File: config.mk
export PLATFORM = sky130hd
export DESIGN_NAME = telnet_option_negotiator
export DESIGN_NICKNAME = d
export VERILOG_FILES = /design/src/hdl/ton_pkg.sv /design/src/hdl/ton_front.sv /design/src/hdl/ton_queue.sv /design/src/hdl/ton_back.sv /design/src/hdl/telnet_option_negotiator.sv
export SDC_FILE = /design/constraint.sdc
export NUM_CORES = 1
export LEC_CHECK = 0
export BUFFER_PORTS_ARGS = -buffer_cell sky130_fd_sc_hd__buf_2
export CAP_MARGIN = 20
export CORE_ASPECT_RATIO = 1.2
export CORE_MARGIN = 2
export CORE_UTILIZATION = 40
export CTS_BUF_LIST = sky130_fd_sc_hd__clkbuf_8 sky130_fd_sc_hd__clkbuf_16
export DETAILED_ROUTE_END_ITERATION = 10
export GPL_TIMING_DRIVEN = 0
export PLACE_DENSITY = 0.68
export RECOVER_POWER = 50
export SLEW_MARGIN = 10
export SYNTH_ARGS = -nofsm -noshare
export SYNTH_HDL_FRONTEND = slang
export SYNTH_SLANG_ARGS = --single-unit
File: constraint.sdc
create_clock -name aclk -period 3.22 [get_ports aclk]
set_clock_uncertainty 0.05 [all_clocks]
set_input_delay 0.644 -clock aclk [delete_from_list [all_inputs] [get_ports aclk]]
set_output_delay 0.644 -clock aclk [all_outputs]
set_load 0.01 [all_outputs]
File: src/hdl/ton_pkg.sv
// Shared constants, types and byte tables of the telnet option negotiator.
package ton_pkg;

    localparam logic [7:0] SUBNEG_SKIP_LIMIT = 8'd128;
    localparam int         QUEUE_DEPTH       = 4;
    localparam int         QUEUE_AW          = $clog2(QUEUE_DEPTH);

    localparam logic [7:0] B_IAC  = 8'd255;
    localparam logic [7:0] B_DONT = 8'd254;
    localparam logic [7:0] B_DO   = 8'd253;
    localparam logic [7:0] B_WONT = 8'd252;
    localparam logic [7:0] B_WILL = 8'd251;
    localparam logic [7:0] B_SB   = 8'd250;
    localparam logic [7:0] B_AYT  = 8'd246;
    localparam logic [7:0] B_NOP  = 8'd241;

    localparam logic [7:0] OPT_BINARY = 8'd0;
    localparam logic [7:0] OPT_ECHO   = 8'd1;
    localparam logic [7:0] OPT_SGA    = 8'd3;

    localparam logic [1:0] SLOT_BINARY = 2'd0;
    localparam logic [1:0] SLOT_ECHO   = 2'd1;
    localparam logic [1:0] SLOT_SGA    = 2'd2;

    localparam logic [1:0] CMD_RX    = 2'd0;
    localparam logic [1:0] CMD_USER  = 2'd1;
    localparam logic [1:0] CMD_START = 2'd2;

    localparam logic [2:0] ST_DATA  = 3'd0;
    localparam logic [2:0] ST_IAC   = 3'd1;
    localparam logic [2:0] ST_WILL  = 3'd2;
    localparam logic [2:0] ST_WONT  = 3'd3;
    localparam logic [2:0] ST_DO    = 3'd4;
    localparam logic [2:0] ST_DONT  = 3'd5;
    localparam logic [2:0] ST_SB    = 3'd6;
    localparam logic [2:0] ST_SBIAC = 3'd7;

    localparam logic [2:0] KIND_TERM  = 3'd0;
    localparam logic [2:0] KIND_SRV1  = 3'd1;
    localparam logic [2:0] KIND_SRV2  = 3'd2;
    localparam logic [2:0] KIND_AYT   = 3'd3;
    localparam logic [2:0] KIND_REPLY = 3'd4;
    localparam logic [2:0] KIND_START = 3'd5;

    typedef struct packed {
        logic [2:0] kind;
        logic [7:0] verb;
        logic [7:0] data;
    } job_t;

    function automatic logic opt_known(input logic [7:0] opt);
        return (opt == OPT_BINARY) || (opt == OPT_ECHO) || (opt == OPT_SGA);
    endfunction

    function automatic logic [1:0] opt_slot(input logic [7:0] opt);
        logic [1:0] slot;
        case (opt)
            OPT_ECHO: slot = SLOT_ECHO;
            OPT_SGA:  slot = SLOT_SGA;
            default:  slot = SLOT_BINARY;
        endcase
        return slot;
    endfunction

    function automatic logic [3:0] job_len(input logic [2:0] kind);
        logic [3:0] len;
        case (kind)
            KIND_SRV2:  len = 4'd2;
            KIND_AYT:   len = 4'd2;
            KIND_REPLY: len = 4'd3;
            KIND_START: len = 4'd9;
            default:    len = 4'd1;
        endcase
        return len;
    endfunction

    function automatic logic [7:0] job_byte(input job_t job, input logic [3:0] idx);
        logic [7:0] b;
        b = job.data;
        case (job.kind)
            KIND_AYT: begin
                b = (idx == 4'd0) ? B_IAC : B_NOP;
            end
            KIND_REPLY: begin
                case (idx)
                    4'd0:    b = B_IAC;
                    4'd1:    b = job.verb;
                    default: b = job.data;
                endcase
            end
            KIND_START: begin
                case (idx)
                    4'd1, 4'd4: b = B_WILL;
                    4'd7:       b = B_DO;
                    4'd2:       b = OPT_ECHO;
                    4'd5, 4'd8: b = OPT_SGA;
                    default:    b = B_IAC;
                endcase
            end
            default: b = job.data;
        endcase
        return b;
    endfunction

endpackage

File: src/hdl/ton_front.sv
// Front end: telnet parser, option maps and job classification.
module ton_front (
    input  logic           aclk,
    input  logic           aresetn,
    input  logic           accept,
    input  logic [1:0]     cmd,
    input  logic [7:0]     data_byte,
    output logic           push,
    output ton_pkg::job_t  job
);

    logic [2:0] state_reg, state_next;
    logic [7:0] skip_reg, skip_next;
    logic [7:0] skip_inc;
    logic [2:0] loc_reg, loc_next;
    logic [2:0] rem_reg, rem_next;
    logic [1:0] slot;
    logic       known;
    logic       loc_on;
    logic       rem_on;

    assign slot     = ton_pkg::opt_slot(data_byte);
    assign known    = ton_pkg::opt_known(data_byte);
    assign loc_on   = known && loc_reg[slot];
    assign rem_on   = known && rem_reg[slot];
    assign skip_inc = skip_reg + 8'd1;

    always_comb begin
        state_next = state_reg;
        skip_next  = skip_reg;
        loc_next   = loc_reg;
        rem_next   = rem_reg;
        push       = 1'b0;
        job.kind   = ton_pkg::KIND_TERM;
        job.verb   = ton_pkg::B_NOP;
        job.data   = data_byte;
        if (accept) begin
            case (cmd)
                ton_pkg::CMD_RX: begin
                    case (state_reg)
                        ton_pkg::ST_DATA: begin
                            if (data_byte == ton_pkg::B_IAC) begin
                                state_next = ton_pkg::ST_IAC;
                            end else begin
                                push = 1'b1;
                            end
                        end
                        ton_pkg::ST_IAC: begin
                            state_next = ton_pkg::ST_DATA;
                            case (data_byte)
                                ton_pkg::B_IAC:  push = 1'b1;
                                ton_pkg::B_AYT: begin
                                    push     = 1'b1;
                                    job.kind = ton_pkg::KIND_AYT;
                                end
                                ton_pkg::B_WILL: state_next = ton_pkg::ST_WILL;
                                ton_pkg::B_WONT: state_next = ton_pkg::ST_WONT;
                                ton_pkg::B_DO:   state_next = ton_pkg::ST_DO;
                                ton_pkg::B_DONT: state_next = ton_pkg::ST_DONT;
                                ton_pkg::B_SB: begin
                                    state_next = ton_pkg::ST_SB;
                                    skip_next  = 8'd0;
                                end
                                default: state_next = ton_pkg::ST_DATA;
                            endcase
                        end
                        ton_pkg::ST_WILL: begin
                            state_next = ton_pkg::ST_DATA;
                            if (!rem_on) begin
                                push     = 1'b1;
                                job.kind = ton_pkg::KIND_REPLY;
                                if (known) begin
                                    rem_next[slot] = 1'b1;
                                    job.verb       = ton_pkg::B_DO;
                                end else begin
                                    job.verb = ton_pkg::B_DONT;
                                end
                            end
                        end
                        ton_pkg::ST_WONT: begin
                            state_next = ton_pkg::ST_DATA;
                            if (rem_on) begin
                                push           = 1'b1;
                                job.kind       = ton_pkg::KIND_REPLY;
                                job.verb       = ton_pkg::B_DONT;
                                rem_next[slot] = 1'b0;
                            end
                        end
                        ton_pkg::ST_DO: begin
                            state_next = ton_pkg::ST_DATA;
                            if (!loc_on) begin
                                push     = 1'b1;
                                job.kind = ton_pkg::KIND_REPLY;
                                if (known) begin
                                    loc_next[slot] = 1'b1;
                                    job.verb       = ton_pkg::B_WILL;
                                end else begin
                                    job.verb = ton_pkg::B_WONT;
                                end
                            end
                        end
                        ton_pkg::ST_DONT: begin
                            state_next = ton_pkg::ST_DATA;
                            if (loc_on) begin
                                push           = 1'b1;
                                job.kind       = ton_pkg::KIND_REPLY;
                                job.verb       = ton_pkg::B_WONT;
                                loc_next[slot] = 1'b0;
                            end
                        end
                        ton_pkg::ST_SB: begin
                            if (data_byte == ton_pkg::B_IAC) begin
                                state_next = ton_pkg::ST_SBIAC;
                            end else begin
                                skip_next = skip_inc;
                                if (skip_inc >= ton_pkg::SUBNEG_SKIP_LIMIT) begin
                                    state_next = ton_pkg::ST_DATA;
                                end
                            end
                        end
                        default: state_next = ton_pkg::ST_DATA;
                    endcase
                end
                ton_pkg::CMD_USER: begin
                    push     = 1'b1;
                    job.kind = (data_byte == ton_pkg::B_IAC) ? ton_pkg::KIND_SRV2
                                                             : ton_pkg::KIND_SRV1;
                end
                ton_pkg::CMD_START: begin
                    push                       = 1'b1;
                    job.kind                   = ton_pkg::KIND_START;
                    loc_next[ton_pkg::SLOT_ECHO] = 1'b1;
                    loc_next[ton_pkg::SLOT_SGA]  = 1'b1;
                    rem_next[ton_pkg::SLOT_SGA]  = 1'b1;
                end
                default: push = 1'b0;
            endcase
        end
    end

    always_ff @(posedge aclk) begin
        if (!aresetn) begin
            state_reg <= ton_pkg::ST_DATA;
            skip_reg  <= 8'd0;
            loc_reg   <= 3'd0;
            rem_reg   <= 3'd0;
        end else begin
            state_reg <= state_next;
            skip_reg  <= skip_next;
            loc_reg   <= loc_next;
            rem_reg   <= rem_next;
        end
    end

endmodule

File: src/hdl/ton_queue.sv
// Job queue between the parser front end and the byte sender.
module ton_queue (
    input  logic           aclk,
    input  logic           aresetn,
    input  logic           push,
    input  ton_pkg::job_t  push_job,
    output logic           in_ready,
    output logic           job_valid,
    output ton_pkg::job_t  job,
    input  logic           pop
);

    localparam int AW = ton_pkg::QUEUE_AW;

    ton_pkg::job_t mem_reg [ton_pkg::QUEUE_DEPTH];
    logic [AW-1:0] wr_ptr_reg, wr_ptr_next;
    logic [AW-1:0] rd_ptr_reg, rd_ptr_next;
    logic [AW:0]   count_reg, count_next;

    assign in_ready  = (count_reg != (AW+1)'(ton_pkg::QUEUE_DEPTH));
    assign job_valid = (count_reg != '0);
    assign job       = mem_reg[rd_ptr_reg];

    always_comb begin
        wr_ptr_next = push ? wr_ptr_reg + AW'(1) : wr_ptr_reg;
        rd_ptr_next = pop  ? rd_ptr_reg + AW'(1) : rd_ptr_reg;
        count_next  = count_reg;
        if (push && !pop) begin
            count_next = count_reg + (AW+1)'(1);
        end else if (pop && !push) begin
            count_next = count_reg - (AW+1)'(1);
        end
    end

    always_ff @(posedge aclk) begin
        if (push) begin
            mem_reg[wr_ptr_reg] <= push_job;
        end
    end

    always_ff @(posedge aclk) begin
        if (!aresetn) begin
            wr_ptr_reg <= '0;
            rd_ptr_reg <= '0;
            count_reg  <= '0;
        end else begin
            wr_ptr_reg <= wr_ptr_next;
            rd_ptr_reg <= rd_ptr_next;
            count_reg  <= count_next;
        end
    end

endmodule

File: src/hdl/ton_back.sv
// Back end: expands queued jobs into output bytes, one per cycle while m_ready is high.
module ton_back (
    input  logic           aclk,
    input  logic           aresetn,
    input  logic           job_valid,
    input  ton_pkg::job_t  job,
    output logic           pop,
    output logic           m_valid,
    input  logic           m_ready,
    output logic [7:0]     m_out_byte,
    output logic           m_to_server,
    output logic           m_last
);

    logic       load;
    logic       at_end;
    logic [3:0] idx_reg, idx_next;
    logic       valid_reg, valid_next;
    logic [7:0] byte_reg;
    logic       srv_reg;
    logic       last_reg;

    assign load   = job_valid && (!valid_reg || m_ready);
    assign at_end = (idx_reg == (ton_pkg::job_len(job.kind) - 4'd1));
    assign pop    = load && at_end;

    always_comb begin
        idx_next   = idx_reg;
        valid_next = valid_reg;
        if (load) begin
            valid_next = 1'b1;
            idx_next   = at_end ? 4'd0 : idx_reg + 4'd1;
        end else if (m_ready) begin
            valid_next = 1'b0;
        end
    end

    always_ff @(posedge aclk) begin
        if (load) begin
            byte_reg <= ton_pkg::job_byte(job, idx_reg);
            srv_reg  <= (job.kind != ton_pkg::KIND_TERM);
            last_reg <= at_end;
        end
    end

    always_ff @(posedge aclk) begin
        if (!aresetn) begin
            idx_reg   <= 4'd0;
            valid_reg <= 1'b0;
        end else begin
            idx_reg   <= idx_next;
            valid_reg <= valid_next;
        end
    end

    assign m_valid     = valid_reg;
    assign m_out_byte  = byte_reg;
    assign m_to_server = srv_reg;
    assign m_last      = last_reg;

endmodule

File: src/hdl/telnet_option_negotiator.sv
// Top level of the telnet option negotiator: parser, job queue and byte sender.
//
//  channel   direction  handshake           payload
//  s_        in         s_valid / s_ready   s_cmd, s_data_byte
//  m_        out        m_valid / m_ready   m_out_byte, m_to_server, m_last
//
// One input item is accepted per cycle while the four-entry job queue has room.
// The sender emits one byte per cycle while m_ready is high: one or two for data, two
// for AYT, three for an option reply, nine for a start command; that byte rate sets
// throughput. Input passes the job queue and output register. Reset is synchronous,
// active low, and clears parser state, both option maps, the queue and the output
// register. Either side may stall independently; the queue absorbs the difference.
module telnet_option_negotiator (
    input  logic       aclk,
    input  logic       aresetn,
    input  logic       s_valid,
    output logic       s_ready,
    input  logic [1:0] s_cmd,
    input  logic [7:0] s_data_byte,
    output logic       m_valid,
    input  logic       m_ready,
    output logic [7:0] m_out_byte,
    output logic       m_to_server,
    output logic       m_last
);

    logic          accept;
    logic          push;
    ton_pkg::job_t push_job;
    logic          job_valid;
    ton_pkg::job_t job;
    logic          pop;

    assign accept = s_valid && s_ready;

    ton_front u_front (
        .aclk      (aclk),
        .aresetn   (aresetn),
        .accept    (accept),
        .cmd       (s_cmd),
        .data_byte (s_data_byte),
        .push      (push),
        .job       (push_job)
    );

    ton_queue u_queue (
        .aclk      (aclk),
        .aresetn   (aresetn),
        .push      (push),
        .push_job  (push_job),
        .in_ready  (s_ready),
        .job_valid (job_valid),
        .job       (job),
        .pop       (pop)
    );

    ton_back u_back (
        .aclk        (aclk),
        .aresetn     (aresetn),
        .job_valid   (job_valid),
        .job         (job),
        .pop         (pop),
        .m_valid     (m_valid),
        .m_ready     (m_ready),
        .m_out_byte  (m_out_byte),
        .m_to_server (m_to_server),
        .m_last      (m_last)
    );

    a_push_on_accept: assert property (@(posedge aclk) disable iff (!aresetn)
        push |-> (s_valid && s_ready))
        else $error("job pushed without an accepted item");

    a_pop_nonempty: assert property (@(posedge aclk) disable iff (!aresetn)
        pop |-> job_valid)
        else $error("job popped from empty queue");

    a_start_queued: assert property (@(posedge aclk) disable iff (!aresetn)
        (s_valid && s_ready && (s_cmd == ton_pkg::CMD_START)) |=> job_valid)
        else $error("start item left no queued job");

    a_pop_marks_last: assert property (@(posedge aclk) disable iff (!aresetn)
        pop |=> (m_valid && m_last))
        else $error("job retired without a last byte");

endmodule

==> metrics.yaml, run 1 <==
run_status: "complete, but fails checks"
violations: "negative setup slack"
grt_pass1_vias: 3566
post_drt_wl_per_cell_um: 16.3
tightest_slew_ns: 0.892
drt-vias-per-instance: 5.53
dieArea_mm2: 0.0137
layout_common_cells: "edfxtp_1 (70), nor2_1 (44), clkbuf_1 (34)"
path_clk_slew_ns: 0.07
nets: 509
maxSlewViolCount: 0
path_class: "in2reg"
drv_cap: 0
hold_path.class: "reg2reg"
final_antenna_net_count: 0
hpwlAfterDp_mm: 7.60
ys_warn_count: 0
synthAdderAreaFrac: 0.0408
place_area_mm2: 0.00543
n_antenna_cell: 0
dieWidth_um: 107
post-route-util: 0.461
crit_path_end_kind: "flop"
cts_buffer_depth: 2
synth_top_area_cell: "edfxtp_1"
synth_top_area_frac: 0.413
grt_usage: 0.159
die-height_um: 128
ys_seq_elements: 101
timing.final.crit_share: 1.03
rsz0062_at_grt: "yes"
cpPeakStageDelay_ns: 0.42
synth_compound_area_frac: 0.123
first_pass_iters: 5
synth_fp_nets: 466
wl_mm: 10.6
fillers: 1115
grt_max_degree: 17
start_util: 0.406
power_density_mw_per_mm2: 604
antenna_found_initial: 0
syn_inst: 436
insertion_delay_ns: 0.34
slowest_stage: "mux2_2"
required_ns: 3.44
hold_ws_ns: 0.429
synth_edf_count: 70
avgSynthCellArea_um2: 11.7
vdd_ir_drop_max_uv: 285
final_design_area_no_fill_mm2: 0.00579
synth_area_leaders: "edfxtp_1 (41%), dfxtp_1 (12%), mux4_2 (6.6%), ha_1 (3.7%), nor2_1 (3.3%)"
ios: 26
cts_sinks: 101
setup_slack_ns: -0.0951
cpMostUsedCell: "a21oi_1"
io_buffers: 24
synth-xor-area-share: 0.0275
overflow: 0
cts-htree-levels: 3
place.gp.congestion: 0.939
netlist_area_mm2: 0.00509
synth_top_family_by_area: "simple AND/OR/NAND/NOR gates"
layout_commonest_cell: "edfxtp_1"
maxSlewHeadroom: 0.406
drt-initial-drc-count: 320
min_period_ns: 3.32
yosysSeqAreaShare: 0.534
synth_cell_types: 66
setup_viol: 1
crit_chain: "clkbuf_1 -> mux2_2 -> a22o_1 -> a21oi_1 -> o31ai_2 -> a211oi_2 -> ha_2 -> inv_2 -> fa_2 -> xor2_1 -> or3_1 -> a21oi_1"
core-area_mm2: 0.0126
synthFlopType: "edfxtp_1"
area_delta_synth_final_pct: 13.7
largest_reg_flops: 60
yosys.area_share.simple: 0.159
async_reset_ff_frac: 0
p_leak_uw: 0.00193
cts_inserted_buffers: 9
worstSetupStartpointType: "input pin"
hold_viol: 0
num_rows: 45
drc: 0
clock-root-buffer: "clkbuf_16"
drive_above_1_share: 0.157
cts_tree: "done"
dp_slack_ns: -0.545
arrival_ns: 3.54
vias: 3582
fmax_mhz: 302
synthMuxAreaShare: 0.0845
grt_pass1_wl_mm: 17.0
timing.critical_path.fanout_max: 7
==> metal layers <==
metal  vias up  track usage  wire (um)
li1       1733            -          -
met1      1740        0.183       4380
met2        89        0.281       5580
met3        20       0.0347        411
met4         0       0.0741        216
met5         -            0          0
==> cells by family (layout without fill, tap and decap cells) <==
family	count (synthesis)	in the layout
buffers and inverters	37	85
XOR/XNOR	16	16
multiplexers	24	24
adder cells (fa/ha/maj)	16	16
AO/OA/AOI/OAI	91	91
AND/OR/NAND/NOR	151	151
flip-flops	101	101
==> final timing paths <==
| path | from | to | slack, ns | cells past startpoint |
|---|---|---|---|---|
| hold / removal | u_back.m_valid | u_back.m_valid | 0.43 | 2 |
| setup / recovery | s_data_byte[1] | u_queue.count_reg[2] | -0.1 | 12 |
| hold reg to reg | u_back.m_valid | u_back.m_valid | 0.43 | 2 |
| setup reg to reg | flop | u_queue.count_reg[2] | -0.02 | 13 |
==> synthesized netlist by cell type (all sizes together) (3+ instances only) <==
cell,instances
edfxtp,70
nor2,45
dfxtp,31
a21oi,30
nand2,27
inv,16
clkbuf,15
ha,15
mux4,15
o21ai,14
nor3,13
nand3,12
xnor2,11
a211oi,8
nand4,8
and2,7
mux2i,7
nand2b,7
nor2b,7
buf,6
or3,5
xor2,5
a22oi,4
nor3b,4
nor4,4
o221ai,4
o22a,4
o41ai,4
o311ai,3
==> final cells by class <==
cell class,count,area [um2],share of cell area
well taps,164,205,0.0354
flip-flops and latches,101,2730,0.471
clock buffers,9,225,0.0389
multi-input cells,298,2250,0.389
repair buffers,34,171,0.0296
plain buffers,19,81.3,0.0140
inverters,16,60.1,0.0104
clock inverters,7,67.6,0.0117
==> worst max-delay path, delay by kind of cell <==
family	cells	cell delay, ns
xor+xnor	1	0.15
buf+inv	2	0.35
simple gates	1	0.31
compound gates	5	1.04
fa+ha+maj	2	0.60
mux	1	0.42
==> power by group <==
| group | internal (uW) | switching (uW) |
|---|---|---|
| logic | 344 | 484 |
| clock network | 598 | 461 |
| registers | 1550 | 60.9 |
==> metrics by stage <==
step	power [uW]	std cells	TNS, ns
6_report	3500	648	-0.0951
5_1_grt	3670	648	-0.264
4_1_cts	3530	647	-0.0668
3_5_place_dp	2420	624	-20.38
3_3_place_gp	2400	624	-17.41
2_1_floorplan	2210	436	-0.0874
==> repair_timing <==
| action | in CTS | in global routing |
|---|---|---|
| resized for setup | 3 | 7 |
| cloned | 0 | 0 |
| pin swaps | 7 | 7 |
| setup endpoints to repair | 3 | 62 |
| hold buffers | 0 | 0 |
| buffers inserted | 8 | 2 |
No activity file was read; power rests on OpenSTA's default activity.
==> run 2: changes to the inputs <==
--- a/config.mk
+++ b/config.mk
@@ -7,15 +7,14 @@
 export LEC_CHECK = 0
 export BUFFER_PORTS_ARGS = -buffer_cell sky130_fd_sc_hd__buf_2
 export CAP_MARGIN = 20
-export CORE_ASPECT_RATIO = 1.2
 export CORE_MARGIN = 2
 export CORE_UTILIZATION = 40
 export CTS_BUF_LIST = sky130_fd_sc_hd__clkbuf_8 sky130_fd_sc_hd__clkbuf_16
+export CTS_CLUSTER_SIZE = 20
 export DETAILED_ROUTE_END_ITERATION = 10
 export GPL_TIMING_DRIVEN = 0
 export PLACE_DENSITY = 0.68
 export RECOVER_POWER = 50
-export SLEW_MARGIN = 10
 export SYNTH_ARGS = -nofsm -noshare
 export SYNTH_HDL_FRONTEND = slang
 export SYNTH_SLANG_ARGS = --single-unit
==> metrics.yaml, run 2 (synthesis results as in run 1) <==
cts_tree: "done"
tightest_slew_ns: 0.892  # -0.00000453 ns
start_util: 0.407  # +0.00126
hpwlAfterDp_mm: 7.59  # -0.11%
drive_above_1_share: 0.160  # +0.00347
hold_viol: 0  # unchanged
layout_commonest_cell: "edfxtp_1"
first_pass_iters: 5  # unchanged
run_status: "complete, but fails checks"
grt_max_degree: 19  # +2
min_period_ns: 3.27  # -0.0404 ns
area_delta_synth_final_pct: 14.0
fmax_mhz: 305  # +1.2%
timing.critical_path.fanout_max: 5  # -2
cts-htree-levels: 3  # unchanged
wl_mm: 10.5  # -0.52%
path_clk_slew_ns: 0.07  # about the same
worstHoldPathCells: 2  # unchanged
core-area_mm2: 0.0125  # -0.31%
path_class: "reg2reg"
insertion_delay_ns: 0.34  # about the same
cts_sinks: 101  # unchanged
violations: "negative setup slack"
fillers: 1178  # +5.7%
largest_reg_flops: 60  # unchanged
rsz0062_at_grt: "yes"
holdBufCountCts: 0  # unchanged
power_density_mw_per_mm2: 597  # -1.2%
total_power_uw: 3470  # -0.95%
required_ns: 3.44  # about the same
seq_area_mm2: 0.00272  # about the same
cts_buffer_depth: 2  # unchanged
post_drt_wl_per_cell_um: 16.0  # -2.0%
r2r_cells: 14  # +1
hold_path.class: "reg2reg"
drv_cap: 0  # unchanged
dieArea_mm2: 0.0137  # about the same
final_antenna_net_count: 0  # unchanged
nets: 511  # +0.39%
cts_inserted_buffers: 9  # unchanged
hold_ws_ns: 0.429  # +0.000229 ns
multiInputGateArea_mm2: 0.00225  # about the same
num_rows: 41  # -8.9%
grt_pass1_wl_mm: 17.5  # +3.1%
worstSetupStartpointType: "flop"
setup_viol: 1  # unchanged
arrival_ns: 3.50  # -0.04 ns
tns_ns: -0.0547  # +0.0404 ns
drt-vias-per-instance: 5.46  # -1.2%
p_leak_uw: 0.00194  # about the same
maxSlewHeadroom: 0.398  # -0.00777
dieWidth_um: 117  # +9.2%
io_buffers: 24  # unchanged
grt_usage: 0.167  # +0.00777
layout_common_cells: "edfxtp_1 (70), nor2_1 (44), clkbuf_1 (35)"
r2r_slack_ns: -0.05  # -0.03 ns
vdd_ir_drop_max_uv: 285  # about the same
overflow: 0  # unchanged
timing.final.crit_share: 1.02  # -0.0125
final_design_area_no_fill_mm2: 0.00581  # +0.28%
crit_path_end_kind: "flop"
die-height_um: 117  # -8.4%
n_antenna_cell: 0  # unchanged
setup_slack_ns: -0.0547  # +0.0404 ns
antenna_found_initial: 0  # unchanged
dp_slack_ns: -0.514  # +0.0310 ns
drc: 0  # unchanged
ios: 26  # unchanged
worstHoldStart: "u_back.m_valid"
vias: 3595  # +0.36%
place_area_mm2: 0.00544  # +0.18%
maxSlewViolCount: 0  # unchanged
drt-initial-drc-count: 301  # -5.9%
clock-root-buffer: "clkbuf_16"
hold-path-endpoint: "u_back.m_valid"
grt_pass1_vias: 3552  # -0.39%
place.gp.congestion: 0.884  # -5.9%
r2r_end: "u_queue.count_reg[2]"
-- run 2: worst max-delay path by stage --
stage	start	endpoint	slack, ns	cells past startpoint
final	flop	u_queue.count_reg[2]	-0.05	14
after CTS	flop	u_queue.count_reg[2]	-0.1	14
after detailed placement	s_data_byte[2]	u_queue.count_reg[2]	-0.51	13
after global routing	flop	u_queue.count_reg[2]	-0.24	14
after floorplan	flop	u_queue.count_reg[2]	-0.09	14
after global placement	s_data_byte[2]	u_queue.count_reg[2]	-0.47	13
-- run 2: stage by stage --
stage / util / cells
floorplan: - / 436
global placement: 0.435 / 632
detailed placement: 0.435 / 632
CTS: 0.464 / 656
global route: 0.464 / 658
finish: 0.464 / 658
-- run 2: repair_timing --
item	CTS	global route
setup buffers	9	2
gates resized for setup	3	5
endpoints found under the setup margin	3	47
pin swaps	9	2
-- run 2: power by group --
group	leakage (uW)	switching [uW]	internal, uW	total (uW)
logic	0.000892	485	359	844
clock network	0.000139	480	534	1010
registers	0.000905	57.6	1550	1610
total	0.00194	1020	2440	3470
-- run 2: layout make-up --
cell class              instances  share of cell area
plain buffers                  20              0.0159
clock buffers                   9              0.0388
clock inverters                 7              0.0103
inverters                      16              0.0103
multi-input cells             298               0.388
flip-flops and latches        101               0.469
well taps                     172              0.0371
repair buffers                 35              0.0306
-- run 2: critical path: stages, from the launching register on --
cell and delay, ns:
dfxtp_2 0.33, buf_6 0.12, mux4_2 0.57, nor3b_4 0.20, nor2_1 0.06, ha_1 0.31, xnor2_2 0.15, nor2_2 0.08
o311ai_4 0.12, ha_2 0.27, inv_2 0.04, fa_2 0.32, xor2_1 0.15, or3_1 0.30, a21oi_1 0.13
-- run 2: metal layers --
layer  vias up  wire, um  track usage
li1       1736         -            -
met1      1759      4690        0.213
met2        87      5240        0.280
met3        13       427       0.0417
met4         0       176       0.0580
met5         -         0            0
